## src/rtl/core/bpa_pkg.sv

```systemverilog
// Shared types, codes and helpers for the bitmap page allocator.
// No dependencies; every other file in rtl/core except bpa_map_ram refers to it by scoped names.
package bpa_pkg;

	localparam int ADDR_W  = 48;
	localparam int BYTES_W = 30;
	localparam int CNT_W   = 18;
	localparam int WORD_BITS = 32;

	localparam logic [ADDR_W-1:0] BASE_RESET = 48'h0000_0010_0000;

	localparam logic [1:0] CMD_ALLOC   = 2'd0;
	localparam logic [1:0] CMD_FREE    = 2'd1;
	localparam logic [1:0] CMD_ADD     = 2'd2;
	localparam logic [1:0] CMD_RESERVE = 2'd3;

	localparam logic [1:0] ST_DONE    = 2'd0;
	localparam logic [1:0] ST_OOM     = 2'd1;
	localparam logic [1:0] ST_IGNORED = 2'd2;

	typedef struct packed {
		logic [1:0]        cmd;
		logic [ADDR_W-1:0] addr;
	} req_t;

	typedef struct packed {
		logic [1:0]         status;
		logic [ADDR_W-1:0]  page_address;
		logic [BYTES_W-1:0] free_bytes;
		logic [BYTES_W-1:0] total_bytes;
	} rsp_t;

	// Position of the lowest clear bit of a map word (0 if none is clear).
	function automatic logic [4:0] first_zero(input logic [WORD_BITS-1:0] word);
		logic [4:0] pos;
		pos = 5'd0;
		for (int i = WORD_BITS - 1; i >= 0; i--) begin
			if (!word[i]) begin
				pos = 5'(i);
			end
		end
		return pos;
	endfunction

endpackage

```

## src/rtl/core/bpa_engine.sv

```systemverilog
// Command sequencer: clearing pass, map scan for alloc, read-modify-write for the
// other commands, and the free and total page counters. Uses bpa_pkg.
module bpa_engine #(
	parameter int PAGE_COUNT = 131072,
	parameter int PAGE_SHIFT = 12,
	parameter int MAP_WORDS  = 4096,
	parameter int WORD_W     = 12
) (
	input  logic                       clk,
	input  logic                       arst_n,
	input  logic [bpa_pkg::ADDR_W-1:0] base,
	input  logic                       req_valid,
	output logic                       req_ready,
	input  bpa_pkg::req_t              req,
	output logic                       res_valid,
	input  logic                       res_ready,
	output bpa_pkg::rsp_t              res,
	output logic                       wr_en,
	output logic [WORD_W-1:0]          wr_addr,
	output logic [31:0]                wr_data,
	output logic                       rd_en,
	output logic [WORD_W-1:0]          rd_addr,
	input  logic [31:0]                rd_data
);

	localparam int IX_W = WORD_W + 5;
	localparam int AW = bpa_pkg::ADDR_W;
	localparam logic [WORD_W-1:0] LAST_WORD = WORD_W'(MAP_WORDS - 1);

	localparam logic [2:0] S_CLEAR  = 3'd0;
	localparam logic [2:0] S_IDLE   = 3'd1;
	localparam logic [2:0] S_LOCATE = 3'd2;
	localparam logic [2:0] S_MODIFY = 3'd3;
	localparam logic [2:0] S_SCAN   = 3'd4;
	localparam logic [2:0] S_RESP   = 3'd5;

	logic [2:0]                   state_q;
	logic [WORD_W-1:0]            word_q;
	logic [1:0]                   cmd_q;
	logic [AW-1:0]                addr_q;
	logic [IX_W-1:0]              idx_q;
	logic [1:0]                   status_q;
	logic [bpa_pkg::CNT_W-1:0]    free_q;
	logic [bpa_pkg::CNT_W-1:0]    total_q;

	// Address to page index.
	logic [AW:0]     offset;
	logic [AW-1:0]   page;
	logic            in_range;

	assign offset   = {1'b0, addr_q} - {1'b0, base};
	assign page     = offset[AW-1:0] >> PAGE_SHIFT;
	assign in_range = !offset[AW] && (page < AW'(PAGE_COUNT));

	// Scan and modify helpers.
	logic [IX_W-1:0] scan_idx;
	logic            word_full;
	logic [31:0]     bit_mask;
	logic            page_used;

	assign scan_idx  = {word_q, bpa_pkg::first_zero(rd_data)};
	assign word_full = (rd_data == '1);
	assign bit_mask  = 32'd1 << idx_q[4:0];
	assign page_used = (rd_data & bit_mask) != '0;

	// Result fields.
	logic [AW-1:0] free_wide;
	logic [AW-1:0] total_wide;
	logic [AW-1:0] page_offset;

	assign free_wide   = AW'(free_q) << PAGE_SHIFT;
	assign total_wide  = AW'(total_q) << PAGE_SHIFT;
	assign page_offset = AW'(idx_q) << PAGE_SHIFT;

	always_comb begin
		res.status       = status_q;
		res.page_address = '0;
		if (cmd_q == bpa_pkg::CMD_ALLOC && status_q == bpa_pkg::ST_DONE) begin
			res.page_address = base + page_offset;
		end
		res.free_bytes  = free_wide[bpa_pkg::BYTES_W-1:0];
		res.total_bytes = total_wide[bpa_pkg::BYTES_W-1:0];
	end

	assign req_ready = (state_q == S_IDLE);
	assign res_valid = (state_q == S_RESP);

	// Map port drive.
	always_comb begin
		wr_en   = 1'b0;
		wr_addr = word_q;
		wr_data = '1;
		rd_en   = 1'b0;
		rd_addr = '0;
		unique case (state_q)
			S_CLEAR: begin
				wr_en = 1'b1;
			end
			S_IDLE: begin
				rd_en = req_valid && req.cmd == bpa_pkg::CMD_ALLOC;
			end
			S_LOCATE: begin
				rd_en   = in_range;
				rd_addr = page[IX_W-1:5];
			end
			S_MODIFY: begin
				wr_addr = idx_q[IX_W-1:5];
				if ((cmd_q == bpa_pkg::CMD_FREE || cmd_q == bpa_pkg::CMD_ADD) && page_used) begin
					wr_en   = 1'b1;
					wr_data = rd_data & ~bit_mask;
				end else if (cmd_q == bpa_pkg::CMD_RESERVE && !page_used) begin
					wr_en   = 1'b1;
					wr_data = rd_data | bit_mask;
				end
			end
			S_SCAN: begin
				// Reads run one word ahead of the data being examined.
				rd_en   = word_full && word_q != LAST_WORD;
				rd_addr = word_q + 1'b1;
				if (!word_full && 32'(scan_idx) < 32'(PAGE_COUNT)) begin
					wr_en   = 1'b1;
					wr_data = rd_data | (32'd1 << scan_idx[4:0]);
				end
			end
			S_RESP: begin
			end
			default: begin
			end
		endcase
	end

	always_ff @(posedge clk or negedge arst_n) begin
		if (!arst_n) begin
			state_q  <= S_CLEAR;
			word_q   <= '0;
			free_q   <= '0;
			total_q  <= '0;
			status_q <= bpa_pkg::ST_IGNORED;
			cmd_q    <= bpa_pkg::CMD_ALLOC;
		end else begin
			unique case (state_q)
				S_CLEAR: begin
					word_q <= word_q + 1'b1;
					if (word_q == LAST_WORD) begin
						state_q <= S_IDLE;
					end
				end
				S_IDLE: begin
					if (req_valid) begin
						cmd_q  <= req.cmd;
						addr_q <= req.addr;
						word_q <= '0;
						state_q <= (req.cmd == bpa_pkg::CMD_ALLOC) ? S_SCAN : S_LOCATE;
					end
				end
				S_LOCATE: begin
					idx_q <= page[IX_W-1:0];
					if (in_range) begin
						state_q <= S_MODIFY;
					end else begin
						status_q <= bpa_pkg::ST_IGNORED;
						state_q  <= S_RESP;
					end
				end
				S_MODIFY: begin
					status_q <= bpa_pkg::ST_IGNORED;
					if ((cmd_q == bpa_pkg::CMD_FREE || cmd_q == bpa_pkg::CMD_ADD) && page_used) begin
						status_q <= bpa_pkg::ST_DONE;
						free_q   <= free_q + 1'b1;
						if (cmd_q == bpa_pkg::CMD_ADD && 32'(total_q) < 32'(PAGE_COUNT)) begin
							total_q <= total_q + 1'b1;
						end
					end else if (cmd_q == bpa_pkg::CMD_RESERVE && !page_used) begin
						status_q <= bpa_pkg::ST_DONE;
						if (free_q != '0) begin
							free_q <= free_q - 1'b1;
						end
					end
					state_q <= S_RESP;
				end
				S_SCAN: begin
					if (!word_full) begin
						// The first word with a clear bit ends the scan either way.
						idx_q <= scan_idx;
						if (32'(scan_idx) < 32'(PAGE_COUNT)) begin
							status_q <= bpa_pkg::ST_DONE;
							if (free_q != '0) begin
								free_q <= free_q - 1'b1;
							end
						end else begin
							status_q <= bpa_pkg::ST_OOM;
						end
						state_q <= S_RESP;
					end else if (word_q == LAST_WORD) begin
						status_q <= bpa_pkg::ST_OOM;
						state_q  <= S_RESP;
					end else begin
						word_q <= word_q + 1'b1;
					end
				end
				S_RESP: begin
					if (res_ready) begin
						state_q <= S_IDLE;
					end
				end
				default: begin
					state_q <= S_IDLE;
				end
			endcase
		end
	end

endmodule

```

## config.mk

```make
export PLATFORM = sky130hd
export DESIGN_NAME = bpa_engine
export DESIGN_NICKNAME = d
export VERILOG_FILES = /design/src/rtl/core/bpa_pkg.sv /design/src/rtl/core/bpa_engine.sv
export SDC_FILE = /design/constraint.sdc
export NUM_CORES = 1
export LEC_CHECK = 0
export ABC_CLOCK_PERIOD_IN_PS = 4400
export BUFFER_PORTS_ARGS = -buffer_cell sky130_fd_sc_hd__buf_4
export CAP_MARGIN = 10
export CORE_AREA = 4 4 158 160
export DETAILED_ROUTE_END_ITERATION = 7
export DIE_AREA = 0 0 162 164
export HOLD_SLACK_MARGIN = 0.12
export PLACE_DENSITY = 0.82
export SLEW_MARGIN = 10
export SYNTH_ARGS = -nofsm -noshare
export SYNTH_HDL_FRONTEND = slang
export SYNTH_SLANG_ARGS = --single-unit
```

## constraint.sdc

```tcl
create_clock -name clk -period 4.4 [get_ports clk]
set_clock_uncertainty 0.1 [all_clocks]
set_input_delay 0.44 -clock clk [delete_from_list [all_inputs] [get_ports clk]]
set_output_delay 0.44 -clock clk [all_outputs]
set_load 0.03 [all_outputs]
```

Yosys cells after proc, flatten, opt, wreduce, memory -nomap -nowiden:

Cells that the tools add are included.

* bits of input ports: 134
* logic and storage cells: 140
* register bits after elaboration: 120
* output and inout bits: 170

* muxes and demuxes: 69
* shifts and indexed selects: 2
* bitwise logic cells: 5
* eq/ne operators: 20
* add/subtract/negate cells: 6
* order comparisons: 2
* reductions and logical operators: 28

Operators with widths (count)
* 5-bit 2-to-1 mux: 32
* 32-bit 2-to-1 mux: 3
* 18-bit 2-to-1 mux: 4
* 32-bit AND: 2
* 32-bit OR: 2
* 32-bit case mux with 2 select lines: 1
* 1-bit by 5-bit left shift with 32-bit output, first input constant: 2
* 48-bit by 48-bit subtractor with 49-bit output: 1
* 48-bit by 29-bit adder with 48-bit output: 1
* 12-bit 2-to-1 mux: 4
* 48-bit 2-to-1 mux: 1
* 18-bit by 1-bit adder with 18-bit output, second input constant: 2
* 36-bit by 18-bit < comparator with 1-bit output, second input constant: 1
* 12-bit case mux with 3 select lines: 1
* 18-bit case mux with 2 select lines: 1
* 17-bit case mux with 2 select lines: 1
* 32-bit == test, second input constant: 1
* 32-bit inverter: 1
* 32-bit nonzero test: 1
* 12-bit case mux with 2 select lines: 1
* 3-bit 2-to-1 mux: 7
* 18-bit < comparator, second input constant: 1
* 3-bit case mux with 6 select lines: 1
* 18-bit nonzero test: 1
* 27 further kinds: 59

Longest topological paths before layout:

Gate-level depths: netlist of the first run.

* word-level depth: 36
* mapped depth: 15

Worst setup path before layout of the first run:

OpenSTA, ideal clock, no wires.

* path kind: in2out
* from: input port base[7] in the netlist's numbering
* to: output port rd_en
* arrival time: 3.430 ns
* path slack: 0.430 ns
* stages on the path: 13
* buffers on the path: 0
* data required time: 3.860 ns
* cell sequence: inv_1 ha_1 a21oi_1 a21boi_0 a211oi_2 nor3b_1 nor4_1 o32a_1 nand4_1 or4_1 nor2b_1 nand3_1 nand3_1

* cells in the longest elaborated chain, start to end: 4
* elaborated cells between the ends (all ways): 5
* those cells by class: add/sub: 1; order compare: 1; mux: 1; reduce/logical: 2

Ends and longest elaborated chain
* from (decl): line bpa_engine.sv:11 `input logic [bpa_pkg::ADDR_W-1:0] base,`
* 48-bit by 48-bit subtractor with 49-bit output (*): line bpa_engine.sv:51 `assign offset = {1'b0, addr_q} - {1'b0, base};`
* 36-bit by 18-bit < comparator with 1-bit output / 1-bit logical NOT (equally long branches): line bpa_engine.sv:53 `assign in_range = !offset[AW] && (page < AW'(PAGE_COUNT));`
* 1-bit logical AND (*): line bpa_engine.sv:53
* 1-bit case mux with 3 select lines (*): line bpa_engine.sv:95 `unique case (state_q)`
* to (decl): line bpa_engine.sv:21 `output logic rd_en,`

Every way passes the cells marked *; elsewhere a longest branch is shown, timed or not.

Worst setup path after layout of the first run:

* from: register addr_q[31]
* to: output port rd_en

* cells in the longest elaborated chain, start to end: 4
* elaborated cells between the ends (all ways): 5
* those cells by class: add/sub: 1; order compare: 1; mux: 1; reduce/logical: 2

Ends and longest elaborated chain
* from (decl): line bpa_engine.sv:40 `logic [AW-1:0] addr_q;`
* from (signal assigned): line bpa_engine.sv:151 `addr_q <= req.addr;`
* 48-bit by 48-bit subtractor with 49-bit output (*): line bpa_engine.sv:51
* 36-bit by 18-bit < comparator with 1-bit output / 1-bit logical NOT (equally long branches): line bpa_engine.sv:53
* 1-bit logical AND (*): line bpa_engine.sv:53
* 1-bit case mux with 3 select lines (*): line bpa_engine.sv:95

Marked as above.

==> results.cfg, run 1 <==
[outcome]
run_status = finished, violations left
failed_checks = setup timing

[floorplan]
dieHeight_um = 164
rows = 56
die_w_um = 162
start_util_pct = 49.5
dieArea_um2 = 26600
design.portCount = 304
placeableCoreArea_um2 = 23400

[synth]
synth_edf_count = 65
synth-main-ff-cell = sky130_fd_sc_hd__edfxtp_1
post_synth_instance_area_um2 = 11600
synth_seq_area_share_pct = 28.7
synth_unique_cells = 83
ys_async_sr_fraction_pct = 45.8
ys_ff_latch = 120
post_synth.cell_area_avg_um2 = 7.91
postSynthCellCount = 1465
ys.warnings.count = 0

[cts]
cts_made_buffers = 17
htree_num_levels = 4
cts.reportedPaths.clkPinSlew_ns = 0.06
cts_tree = done
clock-sinks = 120
cts-root-buf = sky130_fd_sc_hd__clkbuf_16
clock_path_buffers = 2
clock_insertion_delay_worst_skew_ns = 0.43

[min_path]
worst_min_delay_path_class = in2reg

[flow_run]
cap_viol_max_count = 0

[power]
ir_drop_mv = 0.287
power.total_mw = 6.96
leakage_dissipation_nw = 6.89
p_per_area_nw_per_um2 = 438

[final_layout]
post_route_cells_drive_above_1_share_pct = 27.1
multi_input_comb_area_um2 = 8020
layout.filler_cells = 1979
syn2layout_area_growth_pct = 37.1
register_area_um2 = 3330
nNetsFinal = 2048
final_cell_area_um2 = 15900
post_layout_nonfiller_instances = 2175
post-route-util_pct = 67.9

[sta]
final_critical_path_setup_slack_ns = -0.00942
slew_headroom_pct = 24.5
whs_ns = 0.180
finalCritPeriodShare_pct = 100
worst-slew-pin-transition_ns = 1.13
report.final.slew_viol_count = 0
setup_viol = 1
grt_setup_unrepaired = true
final.min_clock_period_ns = 4.41
final_report_hold_violation_count = 0
fmax_mhz = 227

[route]
number_of_vias_per_cell_after_detailed_routing = 6.10
wl_met3_mm = 4.20
top_layer = met4
wire_per_inst_um = 20.5
postRouteAntennaNets = 0
drt-total-wl_mm = 44.6
drc_errors = 0
met1Wirelength_mm = 18.0
vias = 13300
dr_wl_met2_mm = 20.4
drtPass1Iterations = 6
drtIter0Drc = 1383

[global_routing]
first_global_vias = 12700
initial_antenna_violation_count = 1
grt_first_pass_wirelength_mm = 68.3
grtUsageTotal_pct = 32.1
grt_overflow = 0
grt_start_max_net_pins = 57

[setup_path]
arrival_ns = 3.87
critical_path.cell_chain = ha_1 -> nand2_1 -> o21ai_0 -> a21oi_1 -> a21o_1 -> a211o_1 -> a311oi_1 -> nand4_1 -> or4_4 -> nor2b_4 -> nand3_2 -> nand3_2 -> buf_6
worst-endpoint-required_ns = 3.86
critical_path.startpoint_type = register
slowest_stage = sky130_fd_sc_hd__or4_4
critPathMaxFanout = 5
worst_path_most_repeated_cell = sky130_fd_sc_hd__nand3_2
worst_setup_path_end_kind = output pin
largest_stage_delay_worst_path_ns = 0.59
crit_type = reg2out

[place]
placed_area_um2 = 14400
dpl.hpwl_mm = 34.0
placed_cells_incl_taps = 2080
routabilityCongestion = 0.972
port-buffer-count = 279
[area by class of cell]
type | instances | share of cell area (%)
flip-flops and latches | 120 | 20.9
inverters | 73 | 1.72
diodes | 1 | 0.0157
multi-input cells | 1207 | 50.4
clock buffers | 18 | 2.72
well taps | 319 | 2.51
clock inverters | 14 | 0.858
repair buffers | 423 | 20.8
[routing by layer]
layer | vias up | track usage [%]
met1 | 6243 | 43.3
met4 | 0 | 15.1
li1 | 6110 | -
met5 | - | 0
met2 | 766 | 50.5
met3 | 143 | 5.47
[path summary, 6_finish.rpt]
check / slack (ns) / startpoint / to / depth (start not counted)
max: -0.009 / addr_q[31]$_DFFE_PP_ / rd_en / 13
min: 0.18 / req[49] / cmd_q[1]$_DFFE_PN0P_ / 2
max reg2reg: 0.42 / idx_q[0]$_DFFE_PP_ / free_q[13]$_DFFE_PN0P_ / 12
min reg2reg: 0.39 / total_q[10]$_DFFE_PN0P_ / total_q[10]$_DFFE_PN0P_ / 1
max in group asynchronous: 3.10 / arst_n / total_q[1]$_DFFE_PN0P_ / 3
min in group asynchronous: 0.61 / arst_n / free_q[9]$_DFFE_PN0P_ / 3
[synthesized netlist by cell type, drive strengths merged, types with 24 or more instances]
master  count  area [µm²]
nand2     155         582
or3        24         165
o21ai      92         460
inv        73         274
nor3       37         195
xor2       34         298
dfrtp      54        1350
a21oi     134         671
nor2      153         577
a211oi     24         190
and3       24         150
clkbuf     53         199
xnor2      58         508
ha         71         888
nand4      28         175
nand3      49         250
edfxtp     65        1950
buf        35         236
[cells by family (layout without fill, tap and decap cells)]
| group | Yosys count | count (layout) | share of synthesized area, % |
|---|---|---|---|
| DFF | 120 | 120 | 28.7 |
| buffers and inverters | 161 | 528 | 6.12 |
| adders and majority gates | 72 | 72 | 7.84 |
| AOI/OAI and AO/OA | 423 | 423 | 23.2 |
| other | 1 | 25 | 0.0323 |
| and+or+nand+nor | 555 | 555 | 23.3 |
| xor gates and xnor gates | 92 | 92 | 6.95 |
| muxes | 41 | 41 | 3.85 |
[stage by stage]
| step | setup TNS [ns] | setup WS [ns] |
|---|---|---|
| floorplan | 0 | 0.430 |
| global placement | -0.112 | -0.112 |
| detailed placement | -0.225 | -0.225 |
| CTS | -0.165 | -0.165 |
| global route | -0.194 | -0.188 |
| finish | -0.00942 | -0.00942 |
[flip-flops by register name, summed over array words and instances, names as in the netlist]
register and count:
cmd_q 2, state_q 3, addr_q 48, total_q 18, word_q 12, status_q 2, idx_q 17, free_q 18
[critical path, delay by kind of cell, from the launching register on]
family                     cells  cell delay (ns)
buffers and inverters          1             0.14
AOI/OAI and AO/OA              5             1.26
DFF                            1             0.37
and+or+nand+nor                6             1.29
adders and majority gates      1             0.39
[timing repair]
item / 4_1_cts / 5_1_grt
hold buffers: 49 / 0
endpoints found under the hold margin: 102 / 0
resized for setup: 12 / 62
buffers inserted: 3 / 10
pin swaps: 2 / 16
endpoints found under the setup margin: 21 / 24
[layout by cell type, fill, tap and decap left out, drive strengths merged, types with 7 or more instances in the layout]
cell type    count
buf            374
nand2          155
nor2           153
a21oi          134
o21ai           92
inv             83
ha              71
edfxtp          65
xnor2           58
dfrtp           54
dlygate4sd3     49
nand3           49
nor3            37
xor2            34
nand4           28
conb            24
and3            24
or3             24
a211oi          24
mux2i           21
mux2            19
a31oi           19
a21o            18
clkbuf          18
o22ai           16
nor4            16
nand2b          14
o211ai          13
and2            13
a22oi            9
o21a             9
a311oi           9
nor2b            9
nand3b           8
o31ai            8
o21bai           8
and4             7
or4              7
[report_power, final]
part | internal [mW] | switching (mW)
combinational | 1.43 | 2.52
clock | 0.799 | 0.589
sequential | 1.41 | 0.206
total | 3.64 | 3.31
No activity file was read; power rests on OpenSTA's default activity.
==> run 2, diff against run 1 <==
--- a/config.mk
+++ b/config.mk
@@ -5,14 +5,15 @@
 export SDC_FILE = /design/constraint.sdc
 export NUM_CORES = 1
 export LEC_CHECK = 0
+export ABC_AREA = 1
 export ABC_CLOCK_PERIOD_IN_PS = 4400
 export BUFFER_PORTS_ARGS = -buffer_cell sky130_fd_sc_hd__buf_4
 export CAP_MARGIN = 10
-export CORE_AREA = 4 4 158 160
+export CORE_AREA = 4 4 157 159
 export DETAILED_ROUTE_END_ITERATION = 7
-export DIE_AREA = 0 0 162 164
+export DIE_AREA = 0 0 161 163
 export HOLD_SLACK_MARGIN = 0.12
-export PLACE_DENSITY = 0.82
+export PLACE_DENSITY = 0.83
 export SLEW_MARGIN = 10
 export SYNTH_ARGS = -nofsm -noshare
 export SYNTH_HDL_FRONTEND = slang
==> run 2 against run 1 <==
  * The run still ends with setup timing left
  * Worst hold slack worse by 0.046 ns
  * Final cell count is 9.8% higher
  * Power fell by 52%
  * Critical path depth up 13
  * Final area fell by 2.1%
  * Via count is 2.4% higher
  * Global-route usage down 1.6 points
  * Fmax down 2.3%
  * Area after synthesis shrank 0.54%
  * Highest routed layer unchanged
  * First-iteration DRC count decreased by 2.0%
  * Count of clock-buffer cells in the layout rose by 6
==> results.cfg, run 2 <==
[final_layout]
post-route-util_pct = 66.9
nNetsFinal = 2262
antenna-diode-count = 0
most-common-layout-cells = 341 x sky130_fd_sc_hd__nand2_1, 327 x sky130_fd_sc_hd__buf_4, 228 x sky130_fd_sc_hd__inv_1
post_route_cells_drive_above_1_share_pct = 21.2
mostFrequentLayoutCell = sky130_fd_sc_hd__nand2_1
post_layout_nonfiller_instances = 2388
register_bank_with_the_most_flops = addr_q
syn2layout_area_growth_pct = 34.9
largest_registers_in_the_final_layout = addr_q: 48 flops, free_q: 18 flops, total_q: 18 flops
largest_reg_flops = 48

[synth]
synth_top_cell_by_area = sky130_fd_sc_hd__edfxtp_1
post_synth.cell_area_avg_um2 = 6.76
synth_seq_area_share_pct = 28.9
ys_ff_latch = 120
postSynthCellCount = 1706
ys.warnings.count = 0
synthMostInstantiatedCell = sky130_fd_sc_hd__nand2_1
post_synth_most_frequent_cells = 351 x sky130_fd_sc_hd__nand2_1, 230 x sky130_fd_sc_hd__inv_1, 202 x sky130_fd_sc_hd__o21ai_0
post_synth_instance_area_um2 = 11500
yosysTopAreaCellShare_pct = 16.9
synth_edf_count = 65
top_post_synthesis_cells_by_area = sky130_fd_sc_hd__edfxtp_1 17%, sky130_fd_sc_hd__dfrtp_1 12%, sky130_fd_sc_hd__nand2_1 11%
synth_unique_cells = 52
ys_async_sr_fraction_pct = 45.8
synth-main-ff-cell = sky130_fd_sc_hd__edfxtp_1

[place]
dpl.hpwl_mm = 32.3
placed_cells_incl_taps = 2284
port-buffer-count = 279
routabilityCongestion = 0.991

[cts]
clock_insertion_delay_worst_skew_ns = 0.43
htree_num_levels = 4
cts.reportedPaths.clkPinSlew_ns = 0.06
clock-sinks = 120
cts_made_buffers = 17
clock_path_buffers = 2
cts-root-buf = sky130_fd_sc_hd__clkbuf_16
cts_tree = done

[global_routing]
first_global_vias = 12700
grt_overflow = 0
initial_antenna_violation_count = 0
grtUsageTotal_pct = 30.5
grt_start_max_net_pins = 57
grt_first_pass_wirelength_mm = 64.8

[sta]
final_critical_path_setup_slack_ns = -0.114
setup_viol = 1
finalCritPeriodShare_pct = 103
final.min_clock_period_ns = 4.51
report.final.slew_viol_count = 0
final_report_hold_violation_count = 0
grt_setup_unrepaired = true
setup-tns-final_ns = -0.114
fmax_mhz = 222
worst-slew-pin-transition_ns = 0.950
slew_headroom_pct = 36.4

[outcome]
failed_checks = setup timing
run_status = finished, violations left

[setup_path]
largest_stage_delay_worst_path_ns = 0.42
crit_type = reg2out
path_delay_family = simple AND/OR/NAND/NOR gates
critPathMaxFanout = 4
count_of_buffering_cells_on_the_critical_path_with_inverters_included = 4
arrival_ns = 3.97
slowest_stage = sky130_fd_sc_hd__edfxtp_1
worst-endpoint-required_ns = 3.86
critical_path.startpoint_type = register
worst_setup_path_end_kind = output pin

[power]
power_frac_clock_pct = 43.2
cell_internal_pwr_mw = 2.39
netSwitchingFraction_pct = 28.1
p_per_area_nw_per_um2 = 214
power.total_mw = 3.33
power_frac_seq_pct = 35.8
p_switching_uw = 936
power_frac_comb_pct = 21.0
leakage_dissipation_nw = 7.33
ir_drop_mv = 0.240

[route]
drt-total-wl_mm = 43.0
postRouteAntennaNets = 0
drc_errors = 0
wire_per_inst_um = 18.0
drtIter0Drc = 1355
number_of_vias_per_cell_after_detailed_routing = 5.69
drtPass1Iterations = 6
vias = 13600

[floorplan]
design.portCount = 304
die_w_um = 161
dieArea_um2 = 26200
placeableCoreArea_um2 = 23300
start_util_pct = 49.6
dieHeight_um = 163
rows = 56

[flow_run]
cap_viol_max_count = 0

[min_path]
worst_min_delay_path_class = in2reg
[run 2: changes by cell type in the layout (fill, tap and decap cells not counted), sizes merged, moves of 17 or more]
cell	before	now
or3	24	0
nor2	153	180
xor2	34	56
buf	374	327
mux2	19	1
o21ai	92	211
a211oi	24	7
and3	24	0
a21oi	134	113
mux2i	21	0
inv	83	234
nand3	49	79
nand2	155	352
xnor2	58	24
[run 2: path summary, 6_finish.rpt]
check	depth (start not counted)	startpoint	end	slack, ns
worst min register to register	2	status_q[1]$_DFFE_PN1P_	status_q[1]$_DFFE_PN1P_	0.39
worst max register to register	27	addr_q[4]$_DFFE_PP_	state_q[2]$_DFFE_PN0P_	0.67
max in group asynchronous	3	arst_n	word_q[6]$_DFFE_PN0P_	3.07
worst min-delay path	3	req[48]	cmd_q[0]$_DFFE_PN0P_	0.13
worst max-delay path	26	addr_q[4]$_DFFE_PP_	rd_en	-0.11
min in group asynchronous	3	arst_n	total_q[16]$_DFFE_PN0P_	0.65
[run 2: metrics by stage]
step	hold WS, ns	instance area [µm²]	setup slack (ns)
after detailed placement	0.378	14000	-0.0657
after CTS	0.120	15100	0.00667
after global placement	0.366	14000	0.0511
after global routing	0.161	15600	-0.330
final	0.134	15600	-0.114
after floorplan	0.0444	11600	0.274
[run 2: logic make-up after synthesis]
| kind of cell | count (synthesis) | share of synthesized area, % |
|---|---|---|
| and+or+nand+nor | 699 | 25.8 |
| AOI/OAI and AO/OA | 429 | 20.5 |
| buffers and inverters | 304 | 10.8 |
| DFF | 120 | 28.9 |
| xor gates and xnor gates | 80 | 6.08 |
| adders and majority gates | 72 | 7.88 |
| other | 1 | 0.0325 |
| muxes | 1 | 0.0976 |
[run 2: worst register-to-register path: stages (launching register included)]
cell and delay (ns):
sky130_fd_sc_hd__edfxtp_1 0.42, sky130_fd_sc_hd__ha_4 0.29, sky130_fd_sc_hd__nand2_4 0.09, sky130_fd_sc_hd__inv_4 0.04, sky130_fd_sc_hd__nand2_2 0.07, sky130_fd_sc_hd__nand2_2 0.07
sky130_fd_sc_hd__a21oi_2 0.13, sky130_fd_sc_hd__nand2_1 0.08, sky130_fd_sc_hd__a21oi_2 0.21, sky130_fd_sc_hd__o21ai_2 0.10, sky130_fd_sc_hd__a21boi_1 0.19, sky130_fd_sc_hd__inv_1 0.09
sky130_fd_sc_hd__nand2_2 0.09, sky130_fd_sc_hd__nand2_4 0.07, sky130_fd_sc_hd__a21oi_4 0.20, sky130_fd_sc_hd__o21ai_4 0.10, sky130_fd_sc_hd__nand2_1 0.08, sky130_fd_sc_hd__nand2_2 0.08
sky130_fd_sc_hd__xor2_2 0.15, sky130_fd_sc_hd__nor3_2 0.18, sky130_fd_sc_hd__nand2_1 0.08, sky130_fd_sc_hd__nor2_2 0.12, sky130_fd_sc_hd__nand4_1 0.17, sky130_fd_sc_hd__buf_4 0.25
sky130_fd_sc_hd__nand2_1 0.06, sky130_fd_sc_hd__nand2_1 0.05, sky130_fd_sc_hd__nand2_1 0.05, sky130_fd_sc_hd__nand2_1 0.04
[run 2: timing repair]
item,4_1_cts,5_1_grt
pin swaps,3,26
endpoints found under the hold margin,98,1
gates resized for setup,21,54
hold buffers,48,1
setup buffers,3,20
setup endpoints to repair,11,14
[run 2: cell type report]
class	count	area [µm²]
fillers	1969	7710
multi-input cells	1305	7400
flip-flops and latches	120	3330
repair buffers	376	2950
inverters	236	888
clock buffers	24	472
well taps	319	399
clock inverters	8	123
[run 2: power groups by stage]
stage / combinational, mW / clock, mW / sequential [mW]
5_1_grt: 0.758 / 1.50 / 1.19
2_1_floorplan: 0.370 / 0 / 1.21
4_1_cts: 0.645 / 1.45 / 1.19
6_report: 0.700 / 1.44 / 1.19
3_5_place_dp: 0.597 / 0 / 1.21
3_3_place_gp: 0.589 / 0 / 1.21
[run 2: layer usage]
metal  vias up  GRT usage (%)  wire (µm)
li1       6407              -          -
met1      6239           38.7      16900
met2       795           51.6      20100
met3       139           6.40       4220
met4         0           10.9       1790
met5         -              0          0
==> run 3, diff against run 2 <==
--- a/config.mk
+++ b/config.mk
@@ -7,13 +7,13 @@
 export LEC_CHECK = 0
 export ABC_AREA = 1
 export ABC_CLOCK_PERIOD_IN_PS = 4400
-export BUFFER_PORTS_ARGS = -buffer_cell sky130_fd_sc_hd__buf_4
 export CAP_MARGIN = 10
 export CORE_AREA = 4 4 157 159
 export DETAILED_ROUTE_END_ITERATION = 7
 export DIE_AREA = 0 0 161 163
+export DONT_BUFFER_PORTS = 1
 export HOLD_SLACK_MARGIN = 0.12
-export PLACE_DENSITY = 0.83
+export PLACE_DENSITY = 0.63
 export SLEW_MARGIN = 10
 export SYNTH_ARGS = -nofsm -noshare
 export SYNTH_HDL_FRONTEND = slang
==> run 3 against run 2 <==
  * The run now ends clean
  * Count of clock-buffer cells in the layout shrank 6
  * Register-to-register slack gained 0.06 ns
  * Combinational power shrank 21%
  * Final area shrank 10%
  * Clock power grew 6%
  * Core utilization shrank 7.0 points
  * Sequential share of layout area grew 2.5 points
  * Power shrank 1.7%
  * Setup slack gained 0.19 ns
  * Final cell count shrank 9.4%
  * Fmax grew 4.5%
  * Largest power group unchanged
==> results.cfg, run 3 (synthesis gave the netlist of run 2 again) <==
[outcome]
run_status = completed

[floorplan]
dieHeight_um = 163
design.portCount = 304
rows = 56
die_w_um = 161
dieArea_um2 = 26200
placeableCoreArea_um2 = 23300
start_util_pct = 49.6

[final_layout]
mostFrequentLayoutCell = sky130_fd_sc_hd__nand2_1
post_route_cells_drive_above_1_share_pct = 11.6
register_area_um2 = 3330
largest_reg_flops = 48
layout.filler_cells = 2254
antenna-diode-count = 0
multi_input_comb_area_um2 = 7370
largest_registers_in_the_final_layout = addr_q: 48 flops, free_q: 18 flops, total_q: 18 flops
final_cell_area_um2 = 13900
register_bank_with_the_most_flops = addr_q
syn2layout_area_growth_pct = 20.8
nNetsFinal = 2037
most-common-layout-cells = 344 x sky130_fd_sc_hd__nand2_1, 223 x sky130_fd_sc_hd__inv_1, 197 x sky130_fd_sc_hd__o21ai_0

[min_path]
worst_min_delay_path_class = in2reg

[route]
number_of_vias_per_cell_after_detailed_routing = 5.58
wire_per_inst_um = 17.6
drtPass1Iterations = 6
drc_errors = 0
drt-total-wl_mm = 38.1
wl_met3_mm = 3.80
met1Wirelength_mm = 16.2
postRouteAntennaNets = 0
top_layer = met4
drtIter0Drc = 1191
dr_wl_met2_mm = 17.3
vias = 12100

[sta]
setup-tns-final_ns = 0
worst-slew-pin-transition_ns = 1.31
grt_setup_unrepaired = true
setup_viol = 0
finalCritPeriodShare_pct = 98.2
final.min_clock_period_ns = 4.32
slew_headroom_pct = 12.0
final_report_hold_violation_count = 0
fmax_mhz = 231
report.final.slew_viol_count = 0

[setup_path]
worst-endpoint-required_ns = 3.86
crit_path_from = idx_q[0]$_DFFE_PP_
critPathMaxFanout = 4
crit_type = reg2out
timing.reg2reg.setup_slack_ns = 0.73
reg2reg_from = idx_q[2]$_DFFE_PP_
critical_path.startpoint_type = register
arrival_ns = 3.78
ff2ff_path_depth = 18
worst_setup_path_endpoint = res[106]
r2r_end = total_q[16]$_DFFE_PN0P_
worst_setup_path_end_kind = output pin

[global_routing]
grt_first_pass_wirelength_mm = 58.8
first_global_vias = 11200
grt_start_max_net_pins = 57
grtUsageTotal_pct = 27.6
grt_overflow = 0
initial_antenna_violation_count = 0

[cts]
cts_tree = done
clock-sinks = 120
cts_made_buffers = 17
cts-root-buf = sky130_fd_sc_hd__clkbuf_16
htree_num_levels = 4
clock_path_buffers = 2
clock_insertion_delay_worst_skew_ns = 0.42
cts.reportedPaths.clkPinSlew_ns = 0.06

[power]
ir_drop_mv = 0.203
leakage_dissipation_nw = 6.25
power.total_mw = 3.27
p_per_area_nw_per_um2 = 235

[flow_run]
cap_viol_max_count = 0

[place]
dpl.hpwl_mm = 28.6
port-buffer-count = 0
placed_area_um2 = 12200
routabilityCongestion = 0.973
run 3: area by class of cell:
type / count / share of cell area [%]
clock buffers: 18 / 3.08
clock inverters: 14 / 1.46
multi-input cells: 1305 / 52.9
inverters: 236 / 6.42
flip-flops and latches: 120 / 23.9
repair inverters: 1 / 0.0539
well taps: 319 / 2.87
repair buffers: 150 / 9.29
run 3: worst max-delay path: stages (launching register included):
cell and delay [ns]:
sky130_fd_sc_hd__edfxtp_1 0.36, sky130_fd_sc_hd__ha_2 0.22, sky130_fd_sc_hd__fa_2 0.22, sky130_fd_sc_hd__nand2_2 0.06, sky130_fd_sc_hd__inv_2 0.04, sky130_fd_sc_hd__nor2_1 0.03
sky130_fd_sc_hd__nor2_1 0.12, sky130_fd_sc_hd__nor2_2 0.08, sky130_fd_sc_hd__o21ai_4 0.19, sky130_fd_sc_hd__a31oi_4 0.12, sky130_fd_sc_hd__o21ai_2 0.20, sky130_fd_sc_hd__a21boi_2 0.10
sky130_fd_sc_hd__o21ai_2 0.21, sky130_fd_sc_hd__a31oi_4 0.12, sky130_fd_sc_hd__o21ai_2 0.17, sky130_fd_sc_hd__nand2_2 0.10, sky130_fd_sc_hd__nor2_4 0.16, sky130_fd_sc_hd__nand2_4 0.08
sky130_fd_sc_hd__nor3_4 0.23, sky130_fd_sc_hd__a31oi_1 0.11, sky130_fd_sc_hd__a211oi_1 0.24, sky130_fd_sc_hd__buf_4 0.20
run 3: worst min-delay path by stage:
stage,start,to,slack [ns],cells after the start
final,res_ready,state_q[0]$_DFFE_PN0P_,0.17,3
after global routing,res_ready,state_q[0]$_DFFE_PN0P_,0.20,3
after CTS,res_ready,state_q[0]$_DFFE_PN0P_,0.14,3
after detailed placement,arst_n,free_q[3]$_DFFE_PN0P_,0.05,0
after global placement,arst_n,free_q[3]$_DFFE_PN0P_,0.05,0
after floorplan,arst_n,cmd_q[0]$_DFFE_PN0P_,0.04,0
run 3: per-stage QoR:
stage | hold WS [ns] | setup WS, ns | cells | utilization, %
floorplan | 0.0444 | 0.274 | 1729 | -
global placement | 0.0460 | 0.200 | 2045 | 52.3
detailed placement | 0.0460 | 0.101 | 2045 | 52.3
CTS | 0.144 | -0.0147 | 2132 | 57.8
global route | 0.205 | -0.127 | 2163 | 59.9
finish | 0.172 | 0.0790 | 2163 | 59.9
run 3: per-layer routing:
layer | global-route usage [%] | vias up
li1 | - | 5953
met1 | 37.6 | 5511
met2 | 44.3 | 539
met3 | 6.86 | 58
met4 | 6.98 | 0
met5 | 0 | -
run 3: what timing repair did:
action,CTS,global route
endpoints found under the hold margin,105,0
pin swaps,2,30
hold buffers,52,0
buffers inserted,3,30
gates cloned,0,1
resized for setup,14,59
setup endpoints to repair,10,17
run 3: report_power, final:
group | switching [mW] | internal, mW | leakage (nW)
Clock | 0.530 | 0.999 | 0.303
Sequential | 0.000725 | 1.19 | 1.26
Combinational | 0.348 | 0.203 | 4.69
